File: config.mk
export PLATFORM = sky130hd
export DESIGN_NAME = i2c_register_access_master_top
export DESIGN_NICKNAME = d
export VERILOG_FILES = /design/src/i2c_ram_pkg.sv /design/src/i2c_ram_in_stage.sv /design/src/i2c_ram_seq.sv /design/src/i2c_ram_out_stage.sv /design/src/i2c_register_access_master_top.sv
export VERILOG_INCLUDE_DIRS = /design/src /design/src/src
export SDC_FILE = /design/constraint.sdc
export NUM_CORES = 1
export LEC_CHECK = 0
export ABC_CLOCK_PERIOD_IN_PS = 3000
export BUFFER_PORTS_ARGS = -buffer_cell sky130_fd_sc_hd__buf_4
export CORE_AREA = 2 2 114 105
export CTS_CLUSTER_DIAMETER = 50
export CTS_CLUSTER_SIZE = 8
export DETAILED_ROUTE_END_ITERATION = 8
export DIE_AREA = 0 0 116 107
export PLACE_DENSITY_LB_ADDON = 0.15
export SLEW_MARGIN = 5
export SYNTH_ARGS = -nofsm -noshare
export SYNTH_HDL_FRONTEND = slang
export SYNTH_HIERARCHICAL = 1
export SYNTH_SLANG_ARGS = --single-unit
File: constraint.sdc
create_clock -name clk -period 3 [get_ports clk]
set_input_delay 0.15 -clock clk [delete_from_list [all_inputs] [get_ports clk]]
set_output_delay 0.15 -clock clk [all_outputs]
set_load 0.005 [all_outputs]
File: src/i2c_register_access_master_top_defines.svh
// Assertion macros used by the sequencer RTL of the I2C register access master.
// Each macro expects signals named clk and rst_n in the scope where it is used.
`ifndef I2C_REGISTER_ACCESS_MASTER_TOP_DEFINES_SVH
`define I2C_REGISTER_ACCESS_MASTER_TOP_DEFINES_SVH

`ifndef SYNTHESIS

`define I2C_RAM_ASSERT(label, prop, msg) \
    label: assert property (@(posedge clk) disable iff (!rst_n) prop) else $error(msg);

`define I2C_RAM_ASSERT_NEVER(label, cond, msg) \
    label: assert property (@(posedge clk) disable iff (!rst_n) !(cond)) else $error(msg);

`else

`define I2C_RAM_ASSERT(label, prop, msg)

`define I2C_RAM_ASSERT_NEVER(label, cond, msg)

`endif

`endif

File: src/i2c_ram_pkg.sv
`timescale 1ns / 1ps
`default_nettype none

package i2c_ram_pkg;

    localparam logic [1:0]  KIND_TICK  = 2'd0;
    localparam logic [1:0]  KIND_WRITE = 2'd1;
    localparam logic [1:0]  KIND_READ  = 2'd2;

    localparam logic [15:0] ACK_RETRY_RESET = 16'd1000;

    typedef struct packed {
        logic [1:0] kind;
        logic       sda_in;
        logic [6:0] device_addr;
        logic [7:0] reg_addr;
        logic [7:0] write_data;
        logic [7:0] read_count;
    } req_t;

    typedef struct packed {
        logic       scl_level;
        logic       sda_level;
        logic       busy_res;
        logic [7:0] read_byte;
        logic       byte_valid;
        logic       last_byte;
        logic       ack_missing;
        logic       done_res;
    } res_t;

endpackage

`default_nettype wire

File: src/i2c_ram_in_stage.sv
`timescale 1ns / 1ps
`default_nettype none

module i2c_ram_in_stage
    import i2c_ram_pkg::*;
(
    input  wire logic clk,
    input  wire logic rst_n,
    input  wire logic in_valid,
    output logic      in_ready,
    input  wire req_t in_req,
    output logic      req_valid,
    output req_t      req,
    input  wire logic req_take
);

    logic valid_reg;
    logic valid_next;
    req_t req_reg;

    assign in_ready  = !valid_reg || req_take;
    assign req_valid = valid_reg;
    assign req       = req_reg;

    always_comb
    begin
        valid_next = valid_reg;
        if (in_ready)
        begin
            valid_next = in_valid;
        end
    end

    always_ff @(posedge clk or negedge rst_n)
    begin
        if (!rst_n)
        begin
            valid_reg <= 1'b0;
        end
        else
        begin
            valid_reg <= valid_next;
        end
    end

    always_ff @(posedge clk)
    begin
        if (in_ready && in_valid)
        begin
            req_reg <= in_req;
        end
    end

endmodule

`default_nettype wire

File: src/i2c_ram_seq.sv
`timescale 1ns / 1ps
`default_nettype none

module i2c_ram_seq
    import i2c_ram_pkg::*;
(
    input  wire logic        clk,
    input  wire logic        rst_n,
    input  wire logic        cfg_we,
    input  wire logic [15:0] cfg_data,
    input  wire logic        step_en,
    input  wire req_t        req,
    output res_t             res
);

    `include "i2c_register_access_master_top_defines.svh"

    typedef enum logic [3:0] {
        P_IDLE     = 4'd0,
        P_START    = 4'd1,
        P_DEVW     = 4'd2,
        P_ACK_DEVW = 4'd3,
        P_REG      = 4'd4,
        P_ACK_REG  = 4'd5,
        P_DATA     = 4'd6,
        P_ACK_DATA = 4'd7,
        P_RESTART  = 4'd8,
        P_DEVR     = 4'd9,
        P_ACK_DEVR = 4'd10,
        P_READ     = 4'd11,
        P_MACK     = 4'd12,
        P_STOP     = 4'd13
    } phase_t;

    phase_t      phase_reg, phase_next;
    logic [1:0]  sub_reg, sub_next;
    logic [3:0]  bit_index_reg, bit_index_next;
    logic [7:0]  shift_reg, shift_next;
    logic [7:0]  bytes_left_reg, bytes_left_next;
    logic [15:0] retry_left_reg, retry_left_next;
    logic [6:0]  saved_device_reg, saved_device_next;
    logic [7:0]  saved_register_reg, saved_register_next;
    logic [7:0]  saved_data_reg, saved_data_next;
    logic        ack_error_reg, ack_error_next;
    logic        read_mode_reg, read_mode_next;
    logic [15:0] limit_reg;

    logic        out_bit;
    logic [15:0] retry_dec;
    logic [3:0]  bit_index_inc;
    logic        ack_end;

    assign out_bit       = shift_reg[7];
    assign retry_dec     = retry_left_reg - 16'd1;
    assign bit_index_inc = bit_index_reg + 4'd1;

    always_comb
    begin
        phase_next          = phase_reg;
        sub_next            = sub_reg;
        bit_index_next      = bit_index_reg;
        shift_next          = shift_reg;
        bytes_left_next     = bytes_left_reg;
        retry_left_next     = retry_left_reg;
        saved_device_next   = saved_device_reg;
        saved_register_next = saved_register_reg;
        saved_data_next     = saved_data_reg;
        ack_error_next      = ack_error_reg;
        read_mode_next      = read_mode_reg;
        ack_end             = 1'b0;

        res            = '0;
        res.scl_level  = 1'b1;
        res.sda_level  = 1'b1;

        unique case (phase_reg)
            P_START, P_RESTART:
            begin
                if (sub_reg == 2'd0)
                begin
                    sub_next = 2'd1;
                end
                else if (sub_reg == 2'd1)
                begin
                    res.sda_level = 1'b0;
                    sub_next      = 2'd2;
                end
                else
                begin
                    res.scl_level  = 1'b0;
                    res.sda_level  = 1'b0;
                    bit_index_next = 4'd0;
                    sub_next       = 2'd0;
                    if (phase_reg == P_START)
                    begin
                        phase_next = P_DEVW;
                        shift_next = {saved_device_reg, 1'b0};
                    end
                    else
                    begin
                        phase_next = P_DEVR;
                        shift_next = {saved_device_reg, 1'b1};
                    end
                end
            end

            P_DEVW, P_REG, P_DATA, P_DEVR:
            begin
                if (sub_reg == 2'd0)
                begin
                    res.scl_level = 1'b0;
                    res.sda_level = out_bit;
                    sub_next      = 2'd1;
                end
                else if (sub_reg == 2'd1)
                begin
                    res.sda_level = out_bit;
                    sub_next      = 2'd2;
                end
                else
                begin
                    res.scl_level = 1'b0;
                    shift_next    = {shift_reg[6:0], 1'b0};
                    sub_next      = 2'd0;
                    if (bit_index_reg >= 4'd7)
                    begin
                        res.sda_level   = 1'b1;
                        retry_left_next = (limit_reg == 16'd0) ? 16'd1 : limit_reg;
                        unique case (phase_reg)
                            P_DEVW:  phase_next = P_ACK_DEVW;
                            P_REG:   phase_next = P_ACK_REG;
                            P_DATA:  phase_next = P_ACK_DATA;
                            default: phase_next = P_ACK_DEVR;
                        endcase
                    end
                    else
                    begin
                        res.sda_level  = out_bit;
                        bit_index_next = bit_index_inc;
                    end
                end
            end

            P_ACK_DEVW, P_ACK_REG, P_ACK_DATA, P_ACK_DEVR:
            begin
                if (sub_reg == 2'd0)
                begin
                    res.scl_level = 1'b0;
                    sub_next      = 2'd1;
                end
                else if (sub_reg == 2'd1)
                begin
                    sub_next = 2'd2;
                end
                else
                begin
                    res.scl_level = 1'b0;
                    sub_next      = 2'd0;
                    if (!req.sda_in)
                    begin
                        ack_end = 1'b1;
                    end
                    else
                    begin
                        retry_left_next = retry_dec;
                        if (retry_dec == 16'd0)
                        begin
                            ack_error_next = 1'b1;
                            ack_end        = 1'b1;
                        end
                    end
                end

                if (ack_end)
                begin
                    unique case (phase_reg)
                        P_ACK_DEVW:
                        begin
                            phase_next     = P_REG;
                            shift_next     = saved_register_reg;
                            bit_index_next = 4'd0;
                        end
                        P_ACK_REG:
                        begin
                            if (read_mode_reg)
                            begin
                                phase_next = P_RESTART;
                            end
                            else
                            begin
                                phase_next     = P_DATA;
                                shift_next     = saved_data_reg;
                                bit_index_next = 4'd0;
                            end
                        end
                        P_ACK_DEVR:
                        begin
                            if (bytes_left_reg == 8'd0)
                            begin
                                phase_next = P_STOP;
                            end
                            else
                            begin
                                phase_next     = P_READ;
                                shift_next     = 8'd0;
                                bit_index_next = 4'd0;
                            end
                        end
                        default:
                        begin
                            phase_next = P_STOP;
                        end
                    endcase
                end
            end

            P_READ:
            begin
                if (sub_reg == 2'd0)
                begin
                    sub_next = 2'd1;
                end
                else
                begin
                    res.scl_level  = 1'b0;
                    shift_next     = {shift_reg[6:0], req.sda_in};
                    bit_index_next = bit_index_inc;
                    sub_next       = 2'd0;
                    if (bit_index_inc >= 4'd8)
                    begin
                        res.byte_valid  = 1'b1;
                        res.read_byte   = {shift_reg[6:0], req.sda_in};
                        res.last_byte   = (bytes_left_reg == 8'd1);
                        bytes_left_next = bytes_left_reg - 8'd1;
                        phase_next      = P_MACK;
                    end
                end
            end

            P_MACK:
            begin
                res.sda_level = (bytes_left_reg == 8'd0);
                if (sub_reg == 2'd0)
                begin
                    res.scl_level = 1'b0;
                    sub_next      = 2'd1;
                end
                else if (sub_reg == 2'd1)
                begin
                    sub_next = 2'd2;
                end
                else
                begin
                    res.scl_level = 1'b0;
                    sub_next      = 2'd0;
                    if (bytes_left_reg == 8'd0)
                    begin
                        phase_next = P_STOP;
                    end
                    else
                    begin
                        phase_next     = P_READ;
                        shift_next     = 8'd0;
                        bit_index_next = 4'd0;
                    end
                end
            end

            P_STOP:
            begin
                if (sub_reg == 2'd0)
                begin
                    res.sda_level = 1'b0;
                    sub_next      = 2'd1;
                end
                else
                begin
                    res.done_res = 1'b1;
                    phase_next   = P_IDLE;
                    sub_next     = 2'd0;
                end
            end

            default:
            begin
                phase_next = P_IDLE;
                sub_next   = 2'd0;
                if (req.kind == KIND_WRITE || req.kind == KIND_READ)
                begin
                    saved_device_next   = req.device_addr;
                    saved_register_next = req.reg_addr;
                    saved_data_next     = req.write_data;
                    bytes_left_next     = req.read_count;
                    read_mode_next      = (req.kind == KIND_READ);
                    ack_error_next      = 1'b0;
                    phase_next          = P_START;
                    sub_next            = 2'd1;
                end
            end
        endcase

        res.busy_res    = (phase_next != P_IDLE);
        res.ack_missing = ack_error_next;
    end

    always_ff @(posedge clk or negedge rst_n)
    begin
        if (!rst_n)
        begin
            limit_reg          <= ACK_RETRY_RESET;
            phase_reg          <= P_IDLE;
            sub_reg            <= 2'd0;
            bit_index_reg      <= 4'd0;
            shift_reg          <= 8'd0;
            bytes_left_reg     <= 8'd0;
            retry_left_reg     <= 16'd0;
            saved_device_reg   <= 7'd0;
            saved_register_reg <= 8'd0;
            saved_data_reg     <= 8'd0;
            ack_error_reg      <= 1'b0;
            read_mode_reg      <= 1'b0;
        end
        else
        begin
            if (cfg_we)
            begin
                limit_reg <= cfg_data;
            end
            if (step_en)
            begin
                phase_reg          <= phase_next;
                sub_reg            <= sub_next;
                bit_index_reg      <= bit_index_next;
                shift_reg          <= shift_next;
                bytes_left_reg     <= bytes_left_next;
                retry_left_reg     <= retry_left_next;
                saved_device_reg   <= saved_device_next;
                saved_register_reg <= saved_register_next;
                saved_data_reg     <= saved_data_next;
                ack_error_reg      <= ack_error_next;
                read_mode_reg      <= read_mode_next;
            end
        end
    end

    `I2C_RAM_ASSERT(a_byte_then_mack, step_en && res.byte_valid |=> phase_reg == P_MACK, "received byte not followed by master acknowledge")
    `I2C_RAM_ASSERT(a_done_then_idle, step_en && res.done_res |=> phase_reg == P_IDLE, "stop completed but sequencer not idle")
    `I2C_RAM_ASSERT_NEVER(a_last_needs_valid, res.last_byte && !res.byte_valid, "last byte flagged without a received byte")
    `I2C_RAM_ASSERT_NEVER(a_read_bit_range, phase_reg == P_READ && bit_index_reg > 4'd7, "read bit counter out of range")

endmodule

`default_nettype wire

File: src/i2c_ram_out_stage.sv
`timescale 1ns / 1ps
`default_nettype none

module i2c_ram_out_stage
    import i2c_ram_pkg::*;
(
    input  wire logic clk,
    input  wire logic rst_n,
    input  wire logic res_valid,
    output logic      res_ready,
    input  wire res_t res_in,
    output logic      out_valid,
    input  wire logic out_ready,
    output res_t      res_out
);

    logic valid_reg;
    logic valid_next;
    res_t res_reg;

    assign res_ready = !valid_reg || out_ready;
    assign out_valid = valid_reg;
    assign res_out   = res_reg;

    always_comb
    begin
        valid_next = valid_reg;
        if (res_ready)
        begin
            valid_next = res_valid;
        end
    end

    always_ff @(posedge clk or negedge rst_n)
    begin
        if (!rst_n)
        begin
            valid_reg <= 1'b0;
        end
        else
        begin
            valid_reg <= valid_next;
        end
    end

    always_ff @(posedge clk)
    begin
        if (res_ready && res_valid)
        begin
            res_reg <= res_in;
        end
    end

endmodule

`default_nettype wire

File: src/i2c_register_access_master_top.sv
// I2C register access master, one request per step of the bus sequence.
// Input channel (in_valid/in_ready): each request carries kind (tick, start write,
// start read), the sampled SDA level and the transaction fields. Requests that start
// a transaction while one is running are treated as plain ticks.
// Output channel (out_valid/out_ready): exactly one result per request, giving the
// SCL and SDA levels to drive, busy, received bytes, missing-acknowledge and done flags.
// Configuration: cfg_we with cfg_data writes the acknowledge retry limit; write it
// only while no request is in flight.
// The input register captures each accepted request, and the sequencer step computed
// from it is loaded into the result register once that register can take it.
// Throughput is one request per cycle while the receiver does not stall.
// When the receiver stalls, the result register holds and the input register fills;
// in_ready drops only when both are occupied.
// Reset clears the sequencer to idle with the lines released, empties both registers
// and sets the retry limit to 1000.
`timescale 1ns / 1ps
`default_nettype none

module i2c_register_access_master_top
    import i2c_ram_pkg::*;
(
    input  wire logic        clk,
    input  wire logic        rst_n,
    input  wire logic        cfg_we,
    input  wire logic [15:0] cfg_data,
    input  wire logic        in_valid,
    output logic             in_ready,
    input  wire logic [1:0]  kind,
    input  wire logic        sda_in,
    input  wire logic [6:0]  device_addr,
    input  wire logic [7:0]  reg_addr,
    input  wire logic [7:0]  write_data,
    input  wire logic [7:0]  read_count,
    output logic             out_valid,
    input  wire logic        out_ready,
    output logic             scl_level,
    output logic             sda_level,
    output logic             busy_res,
    output logic [7:0]       read_byte,
    output logic             byte_valid,
    output logic             last_byte,
    output logic             ack_missing,
    output logic             done_res
);

    req_t in_req;
    req_t req;
    logic req_valid;
    logic res_ready;
    logic step_en;
    res_t res;
    res_t res_out;

    assign in_req.kind        = kind;
    assign in_req.sda_in      = sda_in;
    assign in_req.device_addr = device_addr;
    assign in_req.reg_addr    = reg_addr;
    assign in_req.write_data  = write_data;
    assign in_req.read_count  = read_count;

    assign step_en = req_valid && res_ready;

    i2c_ram_in_stage u_in_stage (
        .clk       (clk),
        .rst_n     (rst_n),
        .in_valid  (in_valid),
        .in_ready  (in_ready),
        .in_req    (in_req),
        .req_valid (req_valid),
        .req       (req),
        .req_take  (res_ready)
    );

    i2c_ram_seq u_seq (
        .clk      (clk),
        .rst_n    (rst_n),
        .cfg_we   (cfg_we),
        .cfg_data (cfg_data),
        .step_en  (step_en),
        .req      (req),
        .res      (res)
    );

    i2c_ram_out_stage u_out_stage (
        .clk       (clk),
        .rst_n     (rst_n),
        .res_valid (req_valid),
        .res_ready (res_ready),
        .res_in    (res),
        .out_valid (out_valid),
        .out_ready (out_ready),
        .res_out   (res_out)
    );

    assign scl_level   = res_out.scl_level;
    assign sda_level   = res_out.sda_level;
    assign busy_res    = res_out.busy_res;
    assign read_byte   = res_out.read_byte;
    assign byte_valid  = res_out.byte_valid;
    assign last_byte   = res_out.last_byte;
    assign ack_missing = res_out.ack_missing;
    assign done_res    = res_out.done_res;

endmodule

`default_nettype wire

# Word level (Yosys, flattened, before mapping)

Cells that the tools add are included.

Word-level logic and storage cells: 184
Output and inout port bits: 17
Register bits after elaboration: 134

Equality and inequality tests: 33
$lt $le $gt $ge: 2
Reduce and logical (&&, ||, !) cells: 31
Add/subtract/negate cells: 3
Muxes and demuxes: 83
Bitwise logic cells: 4

Operators with widths:

| cell                                                 | number |
|---|---|
| two-way mux 16 bit                                   | 7 |
| two-way mux 8 bit                                    | 13 |
| two-way mux 4 bit                                    | 24 |
| one-hot mux 8 bit (5 select lines)                   | 1 |
| one-hot mux 4 bit (3 select lines)                   | 3 |
| zero test 16 bit                                     | 2 |
| one-hot mux 16 bit (2 select lines)                  | 1 |
| equality test 4 bit (second input constant)          | 6 |
| one-hot mux 4 bit (6 select lines)                   | 1 |
| one-hot mux 8 bit (3 select lines)                   | 1 |
| inequality test 2 bit (second input constant)        | 11 |
| two-way mux 1 bit                                    | 20 |
| one-hot mux 4 bit (5 select lines)                   | 1 |
| equality test 4 x 3 -> 1 bit (second input constant) | 4 |
| one-hot mux 8 bit (2 select lines)                   | 1 |
| subtractor 16 x 1 -> 16 bit (second input constant)  | 1 |
| AND reduction 13 bit                                 | 1 |
| OR reduction 13 bit                                  | 1 |
| AND reduction 12 bit                                 | 1 |
| OR reduction 12 bit                                  | 1 |
| OR reduction 11 bit                                  | 1 |
| two-way mux 2 bit                                    | 5 |
| OR reduction 9 bit                                   | 1 |
| equality test 4 x 2 -> 1 bit (second input constant) | 2 |
| 31 further kinds                                     | 46 |

# Logic depth before layout (Yosys ltp)

Gate-level depths: netlist of the first run.

Depth in word-level cells: 10
Depth in mapped cells: 11
Gate-level depth less buffers: 9

# Modules after synthesis

The synthesis of the first run kept the hierarchy.

By module, submodules not included:

| module                         | cells each | times used | area each (sq um) | sequential area each (sq um) |
|---|---|---|---|---|
| i2c_ram_seq                    | 532        | 1          | 4912.2            | 2084.5 |
| i2c_ram_in_stage               | 38         | 1          | 1074.8            | 1046.0 |
| i2c_ram_out_stage              | 19         | 1          | 504.2             | 475.5 |
| i2c_register_access_master_top | 1          | 1          | 6.3               | 0.0 |

# Worst setup path before layout of the first run

OpenSTA, ideal clock, no wires.

Kind: register to register
Start: register u_seq.retry_left_reg[0]
End: register u_out_stage.res_reg (netlist bit u_out_stage/res_out[12]), data pin
Data required time: 2.729 ns
Setup time: 0.271 ns
Period minus slack after synthesis: 2.594 ns
Data arrival time: 2.324 ns
Slack: 0.406 ns
Path buffers: 0
Cell stages (with the launch flop): 10
Cell sequence: dfrtp_1 inv_1 ha_1 nor3b_2 nand2_1 a2111o_1 o22a_4 maj3_2 a211oi_2 nand4_1

RTL lines:

| what                     | RTL line                | RTL |
|---|---|---|
| start: declaration       | i2c_ram_seq.sv:40       | `logic [15:0] retry_left_reg, retry_left_next;` |
| start signal: assignment | i2c_ram_seq.sv:336      | `retry_left_reg <= retry_left_next;` |
| end signal: assignment   | i2c_ram_out_stage.sv:50 | `res_reg <= res_in;` |
| end: declaration         | i2c_ram_out_stage.sv:19 | `res_t res_reg;` |

==> impl_metrics.env, run 1 <==
export IMPL_antenna_found_initial=0
export IMPL_diodes=0
export IMPL_nNetsFinal=786
export IMPL_power_total_mw=8.08
export IMPL_rsz0062_at_grt="no"
export IMPL_slew_violations=0
export IMPL_syn_area_per_cell_sq_um=11.0
export IMPL_viasPerCell=6.00
export IMPL_final_cell_mix="buf_4, dfrtp_1, dlygate4sd3_1, edfxtp_1, o21ai_0"
export IMPL_synth_nets=651
export IMPL_hold_viol_final=0
export IMPL_worst_slew_pin_slew_ns=0.763
export IMPL_fmax_mhz=356
export IMPL_ys_types=75
export IMPL_period_minus_slack_ns=2.81
export IMPL_via_count=5360
export IMPL_layout_commonest_cell="buf_4"
export IMPL_clock_latency_ns=0.43
export IMPL_grtUsageTotal_pct=29.1
export IMPL_cts_buffer_depth=2
export IMPL_post_cts_repair_setup_buffers=0
export IMPL_fin_area_sq_mm=0.00842
export IMPL_grt_pass1_vias=5300
export IMPL_die_h_um=107
export IMPL_maxCapViolCount=0
export IMPL_yosys_warnings=6
export IMPL_worst_hold_path_num_cells=3
export IMPL_irDropWorstVdd_v=0.000705
export IMPL_htree_levels=4
export IMPL_dp_hpwl_um=10500
export IMPL_layout_drive_gt1_share_pct=26.7
export IMPL_numCtsBuffers=17
export IMPL_yosys_area_top_type="dfrtp_1"
export IMPL_timing_rr_start="u_seq/retry_left_reg[0]"
export IMPL_grt_max_degree=53
export IMPL_synth_flop_cell="dfrtp_1"
export IMPL_path_clk_slew_ns=0.07
export IMPL_die_area_sq_mm=0.0124
export IMPL_reg2reg_setup_slack_ns=0.19
export IMPL_start_kind="flip-flop"
export IMPL_async_flop_share_pct=63.4
export IMPL_setup_tns_ns=0
export IMPL_syn_cell_area_sq_mm=0.00650
export IMPL_crit_type="flip-flop to flip-flop"
export IMPL_max_slew_margin_rel_pct=49.0
export IMPL_drtAntennaViolNets=0
export IMPL_largest_reg_flops=34
export IMPL_critical_path_endpoint_type="flip-flop"
export IMPL_overflow=0
export IMPL_routed_wl_um=16900
export IMPL_synthCells=590
export IMPL_leakagePower_nw=3.47
export IMPL_initial_core_util_pct=58.0
export IMPL_setup_viol=0
export IMPL_crit_arrival_ns=2.96
export IMPL_portBuffers=71
export IMPL_synth_top_cell_area_share_pct=30.4
export IMPL_ios=72
export IMPL_drc=0
export IMPL_period_share_pct=93.6
export IMPL_placed_cell_area_sq_mm=0.00730
export IMPL_min_delay_start="out_ready"
export IMPL_holdPathEnd="u_out_stage/out_valid"
export IMPL_cts_root_buf="clkbuf_16"
export IMPL_synth_area_leaders="dfrtp_1, edfxtp_1, mux2_2"
export IMPL_ys_seq_elements=134
export IMPL_cellPowerDensity_mw_per_mm2=960
export IMPL_core_area_sq_mm=0.0112
export IMPL_drt_pre_antenna_iters=4
export IMPL_ys_seq_area_share_pct=55.5
export IMPL_status="complete, no violations"
export IMPL_worst_clock_skew_ns=0.0120
export IMPL_post_drt_wl_per_cell_um=18.9
export IMPL_die_w_um=116
export IMPL_synth_edf_count=49
export IMPL_gp_routability_congestion=1.01
export IMPL_cts_tree="yes"
export IMPL_syn2layout_area_growth_pct=29.6
export IMPL_drtIter0Drc=555
export IMPL_grt_pass1_wl_um=27300
export IMPL_required_ns=3.16
export IMPL_reg2regPathDepth=9
export IMPL_min_path_type="input port to flip-flop"
export IMPL_clock_sinks=134
export IMPL_cp_max_fo=6
export IMPL_rows=37
export IMPL_r2r_end="u_out_stage/res_out[12]"
==> stage by stage <==
step,hold WS (ns),setup WS (ns),util (%),instances
final,0.0245,0.192,75.2,894
after global routing,0.0104,0.0276,75.2,894
after CTS,0.00365,0.140,75.1,894
after detailed placement,0.248,0.161,65.2,810
after global placement,0.240,0.261,65.2,810
after floorplan,-0.146,0.406,-,590
==> synthesized netlist by cell type, types with 9 or more instances <==
cell type	n
dfrtp_1	79
edfxtp_1	49
o21ai_0	49
nor2_1	44
mux2_2	39
nand2_1	38
a21oi_1	35
nor3_1	21
clkbuf_1	18
inv_1	15
a22o_1	11
and2_1	11
buf_2	11
o22ai_1	11
o21ai_1	10
nand2b_1	9
==> worst max-delay path by stage <==
stage                               to  slack (ns)  cells after the start                     from
2_1_floorplan  u_out_stage/res_out[12]        0.41                      9  u_seq/retry_left_reg[0]
3_3_place_gp   u_out_stage/res_out[12]        0.26                      9  u_seq/retry_left_reg[0]
3_5_place_dp   u_out_stage/res_out[12]        0.16                      9  u_seq/retry_left_reg[0]
4_1_cts        u_out_stage/res_out[12]        0.14                      9  u_seq/retry_left_reg[0]
5_1_grt        u_out_stage/res_out[12]        0.03                      9  u_seq/retry_left_reg[1]
6_report       u_out_stage/res_out[12]        0.19                      9  u_seq/retry_left_reg[0]
==> per-layer routing <==
layer	wire length (um)	GRT usage, %	up-vias
met5	0	0	-
met3	1320	7.07	26
met2	7950	44.5	261
met4	292	11.6	0
met1	7390	40.1	2590
li1	-	-	2483
==> final cells by class <==
| type | count | area, sq um |
|---|---|---|
| multi-input combinational | 404 | 2690 |
| clock buffer | 18 | 429 |
| clock inverter | 14 | 160 |
| tap | 156 | 195 |
| inverter | 16 | 60.1 |
| timing repair buffer | 152 | 1280 |
| fill | 713 | 2780 |
| sequential | 134 | 3610 |
==> critical path, cell delays in order, from the launching register on <==
cell and delay [ns]:
dfrtp_1 0.44, inv_1 0.11, ha_1 0.22, nor3b_4 0.24, nand2_1 0.12, a2111o_1 0.47, o22a_4 0.26, maj3_2 0.31
a211oi_2 0.25, nand4_1 0.12
==> where the power goes <==
group | leakage [nW] | total [mW] | internal [mW] | switching (mW)
clock network | 0.287 | 2.11 | 1.24 | 0.867
registers | 1.51 | 2.94 | 2.43 | 0.509
logic | 1.67 | 3.03 | 1.32 | 1.72
total | 3.47 | 8.08 | 4.99 | 3.09
==> repair_timing <==
item | 4_1_cts | 5_1_grt
hold buffers | 52 | 0
setup endpoints to repair | 0 | 1
gates resized for setup | 0 | 1
hold endpoints to repair | 99 | 0
==> kinds of logic after synthesis <==
kind of cell	count (synthesis)	synth area share (%)
multiplexers	39	6.76
buffers and inverters	52	3.27
XOR/XNOR	4	0.539
flip-flops	134	55.5
adder cells (fa/ha/maj)	7	1.33
AND/OR/NAND/NOR	181	15.0
AO/OA/AOI/OAI	173	17.6
Power figures use the tool's default switching activity.
==> run 2, diff against run 1 <==
Settings changed: GPL_TIMING_DRIVEN set to 0.
==> impl_metrics.env, run 2 (same netlist as run 1, synthesis figures left out) <==
export IMPL_status="complete, no violations"
export IMPL_clock_latency_ns=0.43
export IMPL_slew_violations=0
export IMPL_busiest_layer="met2"
export IMPL_worst_slew_pin_slew_ns=1.10
export IMPL_via_count=5365
export IMPL_min_delay_start="out_ready"
export IMPL_layout_drive_gt1_share_pct=24.5
export IMPL_maxCapViolCount=0
export IMPL_cts_root_buf="clkbuf_16"
export IMPL_die_area_sq_mm=0.0124
export IMPL_required_ns=3.14
export IMPL_overflow=0
export IMPL_use_met3_pct=6.05
export IMPL_fmax_mhz=345
export IMPL_numCtsBuffers=17
export IMPL_drtAntennaViolNets=0
export IMPL_reg2reg_setup_slack_ns=0.1
export IMPL_worst_hold_path_num_cells=3
export IMPL_rows=37
export IMPL_max_slew_margin_rel_pct=26.4
export IMPL_leakagePower_nw=3.39
export IMPL_ios=72
export IMPL_post_drt_wl_per_cell_um=19.5
export IMPL_path_clk_slew_ns=0.06
export IMPL_irDropWorstVdd_v=0.000751
export IMPL_gp_routability_congestion=0.933
export IMPL_portBuffers=70
export IMPL_setup_viol=0
export IMPL_drtIter0Drc=655
export IMPL_core_area_sq_mm=0.0112
export IMPL_power_total_mw=7.96
export IMPL_grt_pass1_vias=5317
export IMPL_largest_reg_flops=34
export IMPL_antenna_found_initial=0
export IMPL_clock_sinks=134
export IMPL_timing_rr_start="u_seq/retry_left_reg[0]"
export IMPL_hold_viol_final=0
export IMPL_reg2regPathDepth=9
export IMPL_cts_tree="yes"
export IMPL_viasPerCell=5.96
export IMPL_htree_levels=4
export IMPL_grtUsageTotal_pct=30.0
export IMPL_diodes=0
export IMPL_cp_max_fo=6
export IMPL_cellPowerDensity_mw_per_mm2=953
export IMPL_min_path_type="input port to flip-flop"
export IMPL_grt_max_degree=86
export IMPL_r2r_end="u_out_stage/res_out[12]"
export IMPL_holdPathEnd="u_out_stage/out_valid"
export IMPL_dp_hpwl_um=10900
export IMPL_crit_arrival_ns=3.04
export IMPL_drt_pre_antenna_iters=5
export IMPL_die_h_um=107
export IMPL_crit_type="flip-flop to flip-flop"
export IMPL_critical_path_endpoint_type="flip-flop"
export IMPL_rsz0062_at_grt="no"
export IMPL_start_kind="flip-flop"
export IMPL_cts_buffer_depth=2
export IMPL_layout_commonest_cell="dfrtp_1"
export IMPL_grt_pass1_wl_um=28000
export IMPL_drc=0
export IMPL_period_share_pct=96.7
export IMPL_routed_wl_um=17600
export IMPL_crit_start="u_seq/retry_left_reg[0]"
export IMPL_final_cell_mix="dfrtp_1, buf_4, dlygate4sd3_1, edfxtp_1, o21ai_0"
export IMPL_post_cts_repair_setup_buffers=0
export IMPL_initial_core_util_pct=58.0
export IMPL_worst_clock_skew_ns=0.0203
export IMPL_met2_usage_pct=47.0
export IMPL_syn2layout_area_growth_pct=28.5
export IMPL_setup_tns_ns=0
export IMPL_die_w_um=116
export IMPL_period_minus_slack_ns=2.90
export IMPL_nNetsFinal=792
export IMPL_grt_use_met1_pct=42.6
run 2: worst max path at each step:
stage                                    endpoint  slack [ns]  cells past startpoint
after floorplan           u_out_stage/res_out[12]        0.41                      9
after global routing      u_out_stage/res_out[12]        0.01                      9
after detailed placement  u_out_stage/res_out[12]        0.02                      9
after global placement    u_out_stage/res_out[12]        0.02                      9
final                     u_out_stage/res_out[12]         0.1                      9
after CTS                 u_out_stage/res_out[12]        0.02                      9
run 2: where the power goes:
group / internal [mW] / switching [mW] / total [mW]
registers: 2.43 / 0.418 / 2.85
logic: 1.23 / 1.85 / 3.07
clock network: 1.22 / 0.816 / 2.03
run 2: area by class of cell:
| cell class | count | area, sq um |
|---|---|---|
| inverter | 16 | 60.1 |
| buffer | 36 | 153 |
| clock inverter | 12 | 119 |
| tap | 156 | 195 |
| fill | 744 | 2850 |
| sequential | 134 | 3610 |
| timing repair buffer | 122 | 1050 |
| clock buffer | 20 | 467 |
| multi-input combinational | 404 | 2710 |
run 2: routing by layer:
| layer | vias to the layer above | share of wire (%) |
|---|---|---|
| met2 | 254 | 48 |
| met4 | 0 | 1.1 |
| li1 | 2488 | - |
| met1 | 2605 | 44 |
| met5 | - | 0 |
| met3 | 18 | 7.2 |
run 2: critical path, cell delays in order (launching register included):
cell and delay (ns):
dfrtp_2 0.44, inv_1 0.13, ha_4 0.18, nor3b_4 0.25, nand2_1 0.13, a2111o_1 0.46
o22a_4 0.26, maj3_2 0.33, a211oi_4 0.31, nand4_1 0.12
run 2: timing repair:
| item | 4_1_cts | 5_1_grt |
|---|---|---|
| endpoints found under the setup margin | 1 | 5 |
| hold buffers | 52 | 0 |
| gates resized for setup | 1 | 4 |
| pin swaps | 0 | 1 |
| endpoints found under the hold margin | 120 | 0 |
run 2: metrics by stage:
step / worst slack (ns) / util (%) / instance area, sq um / cells / hold slack [ns]
6_report: 0.0999 / 74.5 / 8350 / 900 / 0.0409
5_1_grt: 0.0133 / 74.5 / 8350 / 900 / 0.0372
4_1_cts: 0.0217 / 74.4 / 8330 / 900 / 0.0185
3_5_place_dp: 0.0185 / 64.4 / 7220 / 816 / 0.329
3_3_place_gp: 0.0219 / 64.4 / 7220 / 816 / 0.328
2_1_floorplan: 0.406 / - / 6500 / 590 / -0.146
